--- src/rtl/nperm9_pkg.sv ---
// ----------------------------------------------------------------------------
// nperm9_pkg
// Types and constants for the next-permutation unit
// ----------------------------------------------------------------------------
package nperm9_pkg;

  localparam int SymbolBits = 4;
  localparam int RowLen     = 9;

  typedef logic [SymbolBits-1:0] sym_t;

  // input item: one row, digit_0 first
  typedef struct packed {
    sym_t digit_0;
    sym_t digit_1;
    sym_t digit_2;
    sym_t digit_3;
    sym_t digit_4;
    sym_t digit_5;
    sym_t digit_6;
    sym_t digit_7;
    sym_t digit_8;
  } row_t;

  // result item
  typedef struct packed {
    sym_t next_0;
    sym_t next_1;
    sym_t next_2;
    sym_t next_3;
    sym_t next_4;
    sym_t next_5;
    sym_t next_6;
    sym_t next_7;
    sym_t next_8;
    logic wrapped;
    logic bad_row;
  } res_t;

  // last row of the cycle and the row it wraps to
  localparam sym_t RowTop [RowLen] = '{
    sym_t'(9), sym_t'(8), sym_t'(7), sym_t'(6), sym_t'(5),
    sym_t'(4), sym_t'(3), sym_t'(2), sym_t'(1)
  };
  localparam sym_t RowFirst [RowLen] = '{
    sym_t'(1), sym_t'(2), sym_t'(3), sym_t'(4), sym_t'(5),
    sym_t'(6), sym_t'(7), sym_t'(8), sym_t'(9)
  };

endpackage

--- src/rtl/next_permutation_9_unit.sv ---
// ----------------------------------------------------------------------------
// next_permutation_9_unit
// Next lexicographic permutation of a nine-symbol row
// ----------------------------------------------------------------------------
// A row is taken whenever start_i is high; busy_o never rises, so one item
// can be sent every clock cycle. Each item is registered on entry, worked
// through one pass of compare, swap and reverse logic, and its result is
// shown on result_o with done_o high for exactly one cycle, out of the
// result register res_q. Results come out in the order rows went in and
// the receiver cannot hold them off, so it must take every strobed result.
// The rate of one item per cycle is set by the two registers that bound the
// nine-symbol permutation network; nothing in the block keeps state from one
// item to the next. A fully descending nine-to-one row wraps to one-to-nine
// with wrapped set; any other row with no ascent comes back unchanged with
// bad_row set.
module next_permutation_9_unit (
  input  logic                clk_i,
  input  logic                rst_ni,
  input  logic                start_i,
  output logic                busy_o,
  input  nperm9_pkg::row_t    row_i,
  output logic                done_o,
  output nperm9_pkg::res_t    result_o
);

  localparam int N = nperm9_pkg::RowLen;

  // input register
  logic             valid_q;
  nperm9_pkg::row_t row_q;

  // result register
  logic             done_q;
  nperm9_pkg::res_t res_q;
  nperm9_pkg::res_t res_d;

  // row as an array for the network
  nperm9_pkg::sym_t row [N];
  nperm9_pkg::sym_t nxt [N];
  logic [N-2:0]     asc;
  logic             has_asc;
  logic [2:0]       pivot;
  logic [3:0]       hi;
  nperm9_pkg::sym_t piv_val;
  nperm9_pkg::sym_t hi_val;
  nperm9_pkg::sym_t swp [N];
  logic             is_top;

  // the pipeline never stalls
  assign busy_o = 1'b0;

  always_ff @(posedge clk_i or negedge rst_ni) begin
    if (!rst_ni) begin
      valid_q <= 1'b0;
      done_q  <= 1'b0;
    end else begin
      valid_q <= start_i;
      done_q  <= valid_q;
    end
  end

  // payload registers, no reset needed
  always_ff @(posedge clk_i) begin
    if (start_i) begin
      row_q <= row_i;
    end
    if (valid_q) begin
      res_q <= res_d;
    end
  end

  assign row[0] = row_q.digit_0;
  assign row[1] = row_q.digit_1;
  assign row[2] = row_q.digit_2;
  assign row[3] = row_q.digit_3;
  assign row[4] = row_q.digit_4;
  assign row[5] = row_q.digit_5;
  assign row[6] = row_q.digit_6;
  assign row[7] = row_q.digit_7;
  assign row[8] = row_q.digit_8;

  // rightmost ascent: the pivot
  always_comb begin
    for (int n = 0; n < N - 1; n++) begin
      asc[n] = row[n] < row[n+1];
    end
    has_asc = |asc;
    pivot   = '0;
    for (int n = 0; n < N - 1; n++) begin
      if (asc[n]) begin
        pivot = 3'(n);
      end
    end
  end

  // pivot symbol, then rightmost later symbol above it
  always_comb begin
    piv_val = '0;
    for (int n = 0; n < N - 1; n++) begin
      if (pivot == 3'(n)) begin
        piv_val = row[n];
      end
    end
    hi = 4'(pivot) + 4'd1;
    for (int n = 1; n < N; n++) begin
      if (4'(n) > 4'(pivot) && piv_val < row[n]) begin
        hi = 4'(n);
      end
    end
    hi_val = '0;
    for (int n = 1; n < N; n++) begin
      if (hi == 4'(n)) begin
        hi_val = row[n];
      end
    end
  end

  // swap, then reverse the suffix after the pivot
  always_comb begin
    for (int n = 0; n < N; n++) begin
      if (pivot == 3'(n) && n < N - 1) begin
        swp[n] = hi_val;
      end else if (hi == 4'(n)) begin
        swp[n] = piv_val;
      end else begin
        swp[n] = row[n];
      end
    end
    for (int j = 0; j < N; j++) begin
      nxt[j] = swp[j];
      for (int p = 0; p < j; p++) begin
        if (pivot == 3'(p)) begin
          nxt[j] = swp[p + N - j];
        end
      end
    end
  end

  always_comb begin
    is_top = 1'b1;
    for (int n = 0; n < N; n++) begin
      if (row[n] != nperm9_pkg::RowTop[n]) begin
        is_top = 1'b0;
      end
    end
  end

  always_comb begin
    nperm9_pkg::sym_t out_row [N];
    logic wrap;
    logic bad;
    wrap = 1'b0;
    bad  = 1'b0;
    priority if (has_asc) begin
      out_row = nxt;
    end else if (is_top) begin
      out_row = nperm9_pkg::RowFirst;
      wrap    = 1'b1;
    end else begin
      out_row = row;
      bad     = 1'b1;
    end
    res_d.next_0  = out_row[0];
    res_d.next_1  = out_row[1];
    res_d.next_2  = out_row[2];
    res_d.next_3  = out_row[3];
    res_d.next_4  = out_row[4];
    res_d.next_5  = out_row[5];
    res_d.next_6  = out_row[6];
    res_d.next_7  = out_row[7];
    res_d.next_8  = out_row[8];
    res_d.wrapped = wrap;
    res_d.bad_row = bad;
  end

  assign done_o   = done_q;
  assign result_o = res_q;

`ifndef ASSERT_OFF
  // every accepted row gives a result once it has passed row_q and res_q
  a_latency: assert property (@(posedge clk_i) disable iff (!rst_ni)
    (start_i && !busy_o) |-> ##2 done_o)
    else $error("result missing two cycles after accept");

  // no result without an accepted row
  a_no_spurious: assert property (@(posedge clk_i) disable iff (!rst_ni)
    done_o |-> $past(start_i, 2))
    else $error("result without accepted row");

  // the two flags exclude each other
  a_flags: assert property (@(posedge clk_i) disable iff (!rst_ni)
    done_o |-> !(result_o.wrapped && result_o.bad_row))
    else $error("wrapped and bad_row both set");

  // a wrap always restarts at the ascending row
  a_wrap_row: assert property (@(posedge clk_i) disable iff (!rst_ni)
    (done_o && result_o.wrapped) |->
      (result_o.next_0 == nperm9_pkg::RowFirst[0] &&
       result_o.next_8 == nperm9_pkg::RowFirst[8]))
    else $error("wrapped row is not the first row");
`endif

endmodule
--- config.mk ---
export PLATFORM = sky130hd
export DESIGN_NAME = next_permutation_9_unit
export DESIGN_NICKNAME = d
export VERILOG_FILES = /design/src/rtl/nperm9_pkg.sv /design/src/rtl/next_permutation_9_unit.sv
export SDC_FILE = /design/constraint.sdc
export NUM_CORES = 1
export LEC_CHECK = 0
export ABC_AREA = 0
export BUFFER_PORTS_ARGS = -buffer_cell sky130_fd_sc_hd__clkbuf_2
export CELL_PAD_IN_SITES_DETAIL_PLACEMENT = 0
export CELL_PAD_IN_SITES_GLOBAL_PLACEMENT = 2
export CORE_ASPECT_RATIO = 1.25
export CORE_MARGIN = 2
export CORE_UTILIZATION = 34
export DETAILED_ROUTE_END_ITERATION = 10
export PLACE_DENSITY = 0.75
export SYNTH_ARGS = -nofsm -noshare
export SYNTH_HDL_FRONTEND = slang
export SYNTH_SLANG_ARGS = --single-unit
--- constraint.sdc ---
create_clock -name clk_i -period 7.4 [get_ports clk_i]
set_input_delay 0 -clock clk_i [delete_from_list [all_inputs] [get_ports clk_i]]
set_output_delay 0 -clock clk_i [all_outputs]
set_load 0.005 [all_outputs]
# Yosys cells after proc, flatten, opt, wreduce, memory -nomap -nowiden
# Index checks and enable logic that the tools add are counted.
[op_classes]
n_addsub = 1
n_mul = 0
div = 0
order_cmp = 23
eq_ne = 24
n_shift = 0
muxes = 97
bitwise = 0
reduce_logical = 10
[ops]
columns = ["op", "count"]
rows = [
  ["2-to-1 mux 4 bit", 77],
  ["2-to-1 mux 36 bit", 2],
  ["less-than comparator 4 bit", 16],
  ["2-to-1 mux 3 bit", 6],
  ["== test 4 x 3 -> 1 bit, second input constant", 4],
  ["inequality test 4 x 3 -> 1 bit, second input constant", 4],
  ["== test 3 bit, second input constant", 4],
  ["greater-than comparator 3 bit, first input constant", 4],
  ["2-to-1 mux 1 bit", 12],
  ["== test 4 x 2 -> 1 bit, second input constant", 2],
  ["inequality test 4 x 2 -> 1 bit, second input constant", 2],
  ["inequality test 4 bit, second input constant", 2],
  ["OR reduction 8 bit", 1],
  ["logical AND 1 bit", 7],
  ["== test 3 x 2 -> 1 bit, second input constant", 2],
  ["greater-than comparator 2 x 3 -> 1 bit, first input constant", 2],
  ["adder 3 x 1 -> 4 bit, second input constant", 1],
  ["== test 4 x 1 -> 1 bit, second input constant", 1],
  ["== test 4 bit, second input constant", 1],
  ["logical NOT 4 bit", 1],
  ["inequality test 4 x 1 -> 1 bit, second input constant", 1],
  ["== test 3 x 1 -> 1 bit, second input constant", 1],
  ["greater-than comparator 1 x 3 -> 1 bit, first input constant", 1],
  ["logical NOT 3 bit", 1],
]
[word_totals]
ff_bits = 76
latch_bits = 0
mem_bits_rw = 0
mem_bits_ro = 0
out_inout_bits = 40
memories = 0

# Depth between registers and ports, before layout
[depth]
depth_word = 46
depth_mapped = 33

# Least setup slack after synthesis
# Ideal clock, no wire load.
[synth_timing]
path_type = "register to register"
from = "reg row_q, in the netlist row[9]"
to = "reg res_q, in the netlist result_o[19] (data pin)"
arrival_ns = 7.189
slack_ns = -0.046
path_stages_with_launch = 31
n_path_buf = 1
period_less_slack_ns = 7.446
cell_sequence = "edfxtp_1 inv_1 ha_1 a2111oi_2 nor2_1 nand2_1 nor2_1 or2_2 inv_1 ha_1 clkbuf_1 inv_1 nor2_1 nand3_1 a31oi_1 a21oi_1 o31ai_1 ha_1 a21o_1 a211oi_1 nand2_1 o21ai_0 nor2_1 a31oi_2 a41oi_1 a211oi_1 o21ai_0 a31oi_4 o21ai_1 o221a_2 a22o_1"
[synth_lines]
columns = ["element", "line_no", "text"]
rows = [
  ["start: declaration", "next_permutation_9_unit.sv:30", "nperm9_pkg::row_t row_q;"],
  ["start signal: assignment", "next_permutation_9_unit.sv:65", "row_q <= row_i;"],
  ["end signal: assignment", "next_permutation_9_unit.sv:68", "res_q <= res_d;"],
  ["end: declaration", "next_permutation_9_unit.sv:34", "nperm9_pkg::res_t res_q;"],
]

==> flow_metrics.env <==
export IMPL_status="complete, no violations"
export IMPL_die_w_um=135.6
export IMPL_clkSlewWorstSetupHoldPaths_ps=80
export IMPL_vias=8589
export IMPL_dieArea_um2=22850
export IMPL_synthToLayoutAreaGrowth_pct=36.27
export IMPL_top_layer="met4"
export IMPL_core_um2=21400
export IMPL_hold_viol=0
export IMPL_met3_length_mm=2.345
export IMPL_io_pins=79
export IMPL_syn_avg_cell_area_um2=8.742
export IMPL_vias_per_cell=6.228
export IMPL_post_route_period_util_pct=99.23
export IMPL_power_uw=3096
export IMPL_first_global_vias=8555
export IMPL_portBuffers=77
export IMPL_gp_congestion=0.9984
export IMPL_leakagePower_uw=0.004230
export IMPL_dr_wl_met2_mm=17.67
export IMPL_syn_nets=933
export IMPL_post_route_cells_drive_above_1_share_pct=29.82
export IMPL_synth_edff_count=74
export IMPL_num_antenna_cells=0
export IMPL_swShare_pct=45.83
export IMPL_drtIter0Drc=971
export IMPL_combPwrFrac_pct=64.2
export IMPL_fill_cells=2157
export IMPL_p_sw_uw=1419
export IMPL_grt_use_total_pct=32.24
export IMPL_worstPathArrival_ps=7410
export IMPL_grt_pass1_wl_mm=54.34
export IMPL_powerDensity_nw_per_um2=308.7
export IMPL_clockBufferDepth=2
export IMPL_placed_area_um2=9084
export IMPL_drc_errors=0
export IMPL_post_route_min_period_ps=7343
export IMPL_cap_violations=0
export IMPL_cpMaxStageDelayCell="a222oi_1"
export IMPL_synth_xor_area_share_pct=0
export IMPL_cp_end_kind="flip-flop"
export IMPL_synth_adder_area_share_pct=8.839
export IMPL_synth_top_family_by_area="compound AO/OA/AOI/OAI gates"
export IMPL_antenna_left=0
export IMPL_synth_compound_area_share_pct=34.47
export IMPL_antenna_found_initial=0
export IMPL_fin_skew_ps=19.78
export IMPL_start_kind="flip-flop"
export IMPL_max_freq_mhz=136.2
export IMPL_clkSinkCount=76
export IMPL_cts_buffers=9
export IMPL_start_util_pct=34.40
export IMPL_nNetsFinal=1186
export IMPL_synth_ff_type="edfxtp_1"
export IMPL_peakVddDrop_mv=0.1396
export IMPL_tns_ps=0
export IMPL_post_drt_wl_per_cell_um=26.66
export IMPL_ys_ff_latch=76
export IMPL_maxSlewHeadroom_pct=27.27
export IMPL_muxShareOfSynthArea_pct=5.932
export IMPL_cp_common_cell="buf_4"
export IMPL_path_class="flip-flop to flip-flop"
export IMPL_syn_area_um2=7361
export IMPL_synth_cells=842
export IMPL_pwr_share_clk_pct=16.3
export IMPL_async_reset_ff_share_pct=2.632
export IMPL_rows=60
export IMPL_firstDrtPassIters=6
export IMPL_clk_latency_ps=370
export IMPL_seq_area_frac_synth_pct=30.87
export IMPL_routed_wl_mm=36.76
export IMPL_die_h_um=168.5
export IMPL_hp_class="input pin to flip-flop"
export IMPL_setup_viol=0
export IMPL_root_buffer="clkbuf_16"
export IMPL_internal_power_uw=1677
export IMPL_tritoncts="done"
export IMPL_fin_util_pct=46.88
export IMPL_worstMarginPinSlew_ps=1085
export IMPL_htreeDepth=3
export IMPL_crit_required_ps=7470
export IMPL_hold_worst_slack_ps=335.8
export IMPL_final_area_um2=10030
export IMPL_dp_hpwl_mm=27.79
export IMPL_pwr_share_seq_pct=19.5
export IMPL_grt_remaining_overflow=0
export IMPL_cp_max_fo=6
export IMPL_drv_slew=0
export IMPL_synth_cell_type_count=89
export IMPL_synthSimpleGateAreaFrac_pct=15.25
export IMPL_slowest_delay_ps=620
export IMPL_yosys_warnings=0
export IMPL_grt_max_degree=38
export IMPL_wl_met1_mm=14.34
==> worst paths after layout <==
path | to | from | cells after the start | slack, ps
setup / recovery | result_o[27] | row[15] | 29 | 60
hold / removal | row[8] | row_i[8] | 2 | 340
setup reg to reg | result_o[27] | row[15] | 29 | 60
min in group asynchronous | valid_q | rst_ni | 3 | 510
hold reg to reg | result_o[34] | row[32] | 1 | 690
max in group asynchronous | done_o | rst_ni | 3 | 6760
==> power by group through the flow <==
stage | clock network (uW) | logic (uW) | registers (uW)
after global routing | 521 | 2110 | 613
after CTS | 508 | 1890 | 608
after floorplan | 0 | 1010 | 622
after global placement | 0 | 1870 | 617
final | 503 | 1990 | 605
after detailed placement | 0 | 1860 | 619
==> cell families after synthesis <==
kind of cell,count (synthesis)
compound gates,348
simple gates,239
other cells,1
mux,42
buf+inv,84
fa+ha+maj,52
flops,76
==> Yosys cell counts (4+ instances only) <==
master	count	share of area (%)
nand2b_1	7	0.59
o21a_1	15	1.5
a32oi_1	4	0.48
ha_1	52	8.8
o221ai_1	18	2.1
nand4_1	5	0.42
o21ai_1	7	0.48
nor3_1	27	1.8
a211o_1	6	0.71
a22oi_1	6	0.61
o22ai_1	20	1.7
a21oi_1	67	4.6
buf_2	6	0.41
a211oi_1	13	1.3
nand2_1	81	4.1
or2_2	4	0.34
o2111ai_1	4	0.48
or3_1	4	0.34
mux2i_1	29	3.9
o211ai_1	17	1.7
nor2_1	61	3.1
clkbuf_1	32	1.6
a2111oi_0	6	0.71
nand3_1	29	2.0
o21bai_1	4	0.41
o21ai_0	57	3.9
a31oi_1	17	1.4
a21o_1	10	1.0
inv_1	41	2.1
nor4_1	5	0.42
a221oi_1	9	1.1
mux2_2	13	2.0
edfxtp_1	74	30
a22o_1	4	0.48
==> critical path, delay by kind of cell, from the launching register on <==
family	cells	cell delay [ps]
AO/OA/AOI/OAI	13	3480
buffers and inverters	6	980
adder cells (fa/ha/maj)	3	840
flip-flops	1	480
AND/OR/NAND/NOR	5	530
multiplexers	2	720
==> through the flow <==
stage	worst slack, ps	instances
after global routing	-49.32	1379
after CTS	21.84	1367
after global placement	-301.6	1307
after floorplan	346.9	842
after detailed placement	-284.4	1307
final	57.22	1379
==> layout make-up <==
class | count | area, um2 | area share, %
flip-flops and latches | 76 | 2272 | 22.65
clock buffers | 11 | 232.7 | 2.320
multi-input cells | 682 | 4881 | 48.66
inverters | 42 | 157.7 | 1.572
clock inverters | 5 | 78.83 | 0.7858
repair buffers | 284 | 2059 | 20.53
well taps | 279 | 349.1 | 3.480
==> registers in the layout, indices dropped and copies added (netlist names) <==
name      count
result_o     38
done_o        1
row          36
valid_q       1
==> layer usage <==
metal | up-vias | GRT usage [%]
met5 | - | 0
met4 | 0 | 19.11
met3 | 130 | 3.504
met2 | 473 | 53.51
met1 | 4121 | 40.20
li1 | 3865 | -
==> what timing repair did <==
action                     4_1_cts  5_1_grt
setup endpoints to repair       17       31
gates resized for setup          5       23
buffers inserted                 6       12
hold endpoints to repair        38        0
pin swaps                        2       11
hold buffers                    38        0
==> cell usage in the layout, fill, tap and decap left out, types with 25 or more instances in the layout <==
master         instances
buf_4                167
nand2_1               80
clkbuf_2              77
edfxtp_1              74
a21oi_1               62
nor2_1                58
o21ai_0               55
ha_1                  50
inv_1                 40
dlygate4sd3_1         38
nand3_1               29
mux2i_1               29
nor3_1                25
(Power assumes the default switching activity.)
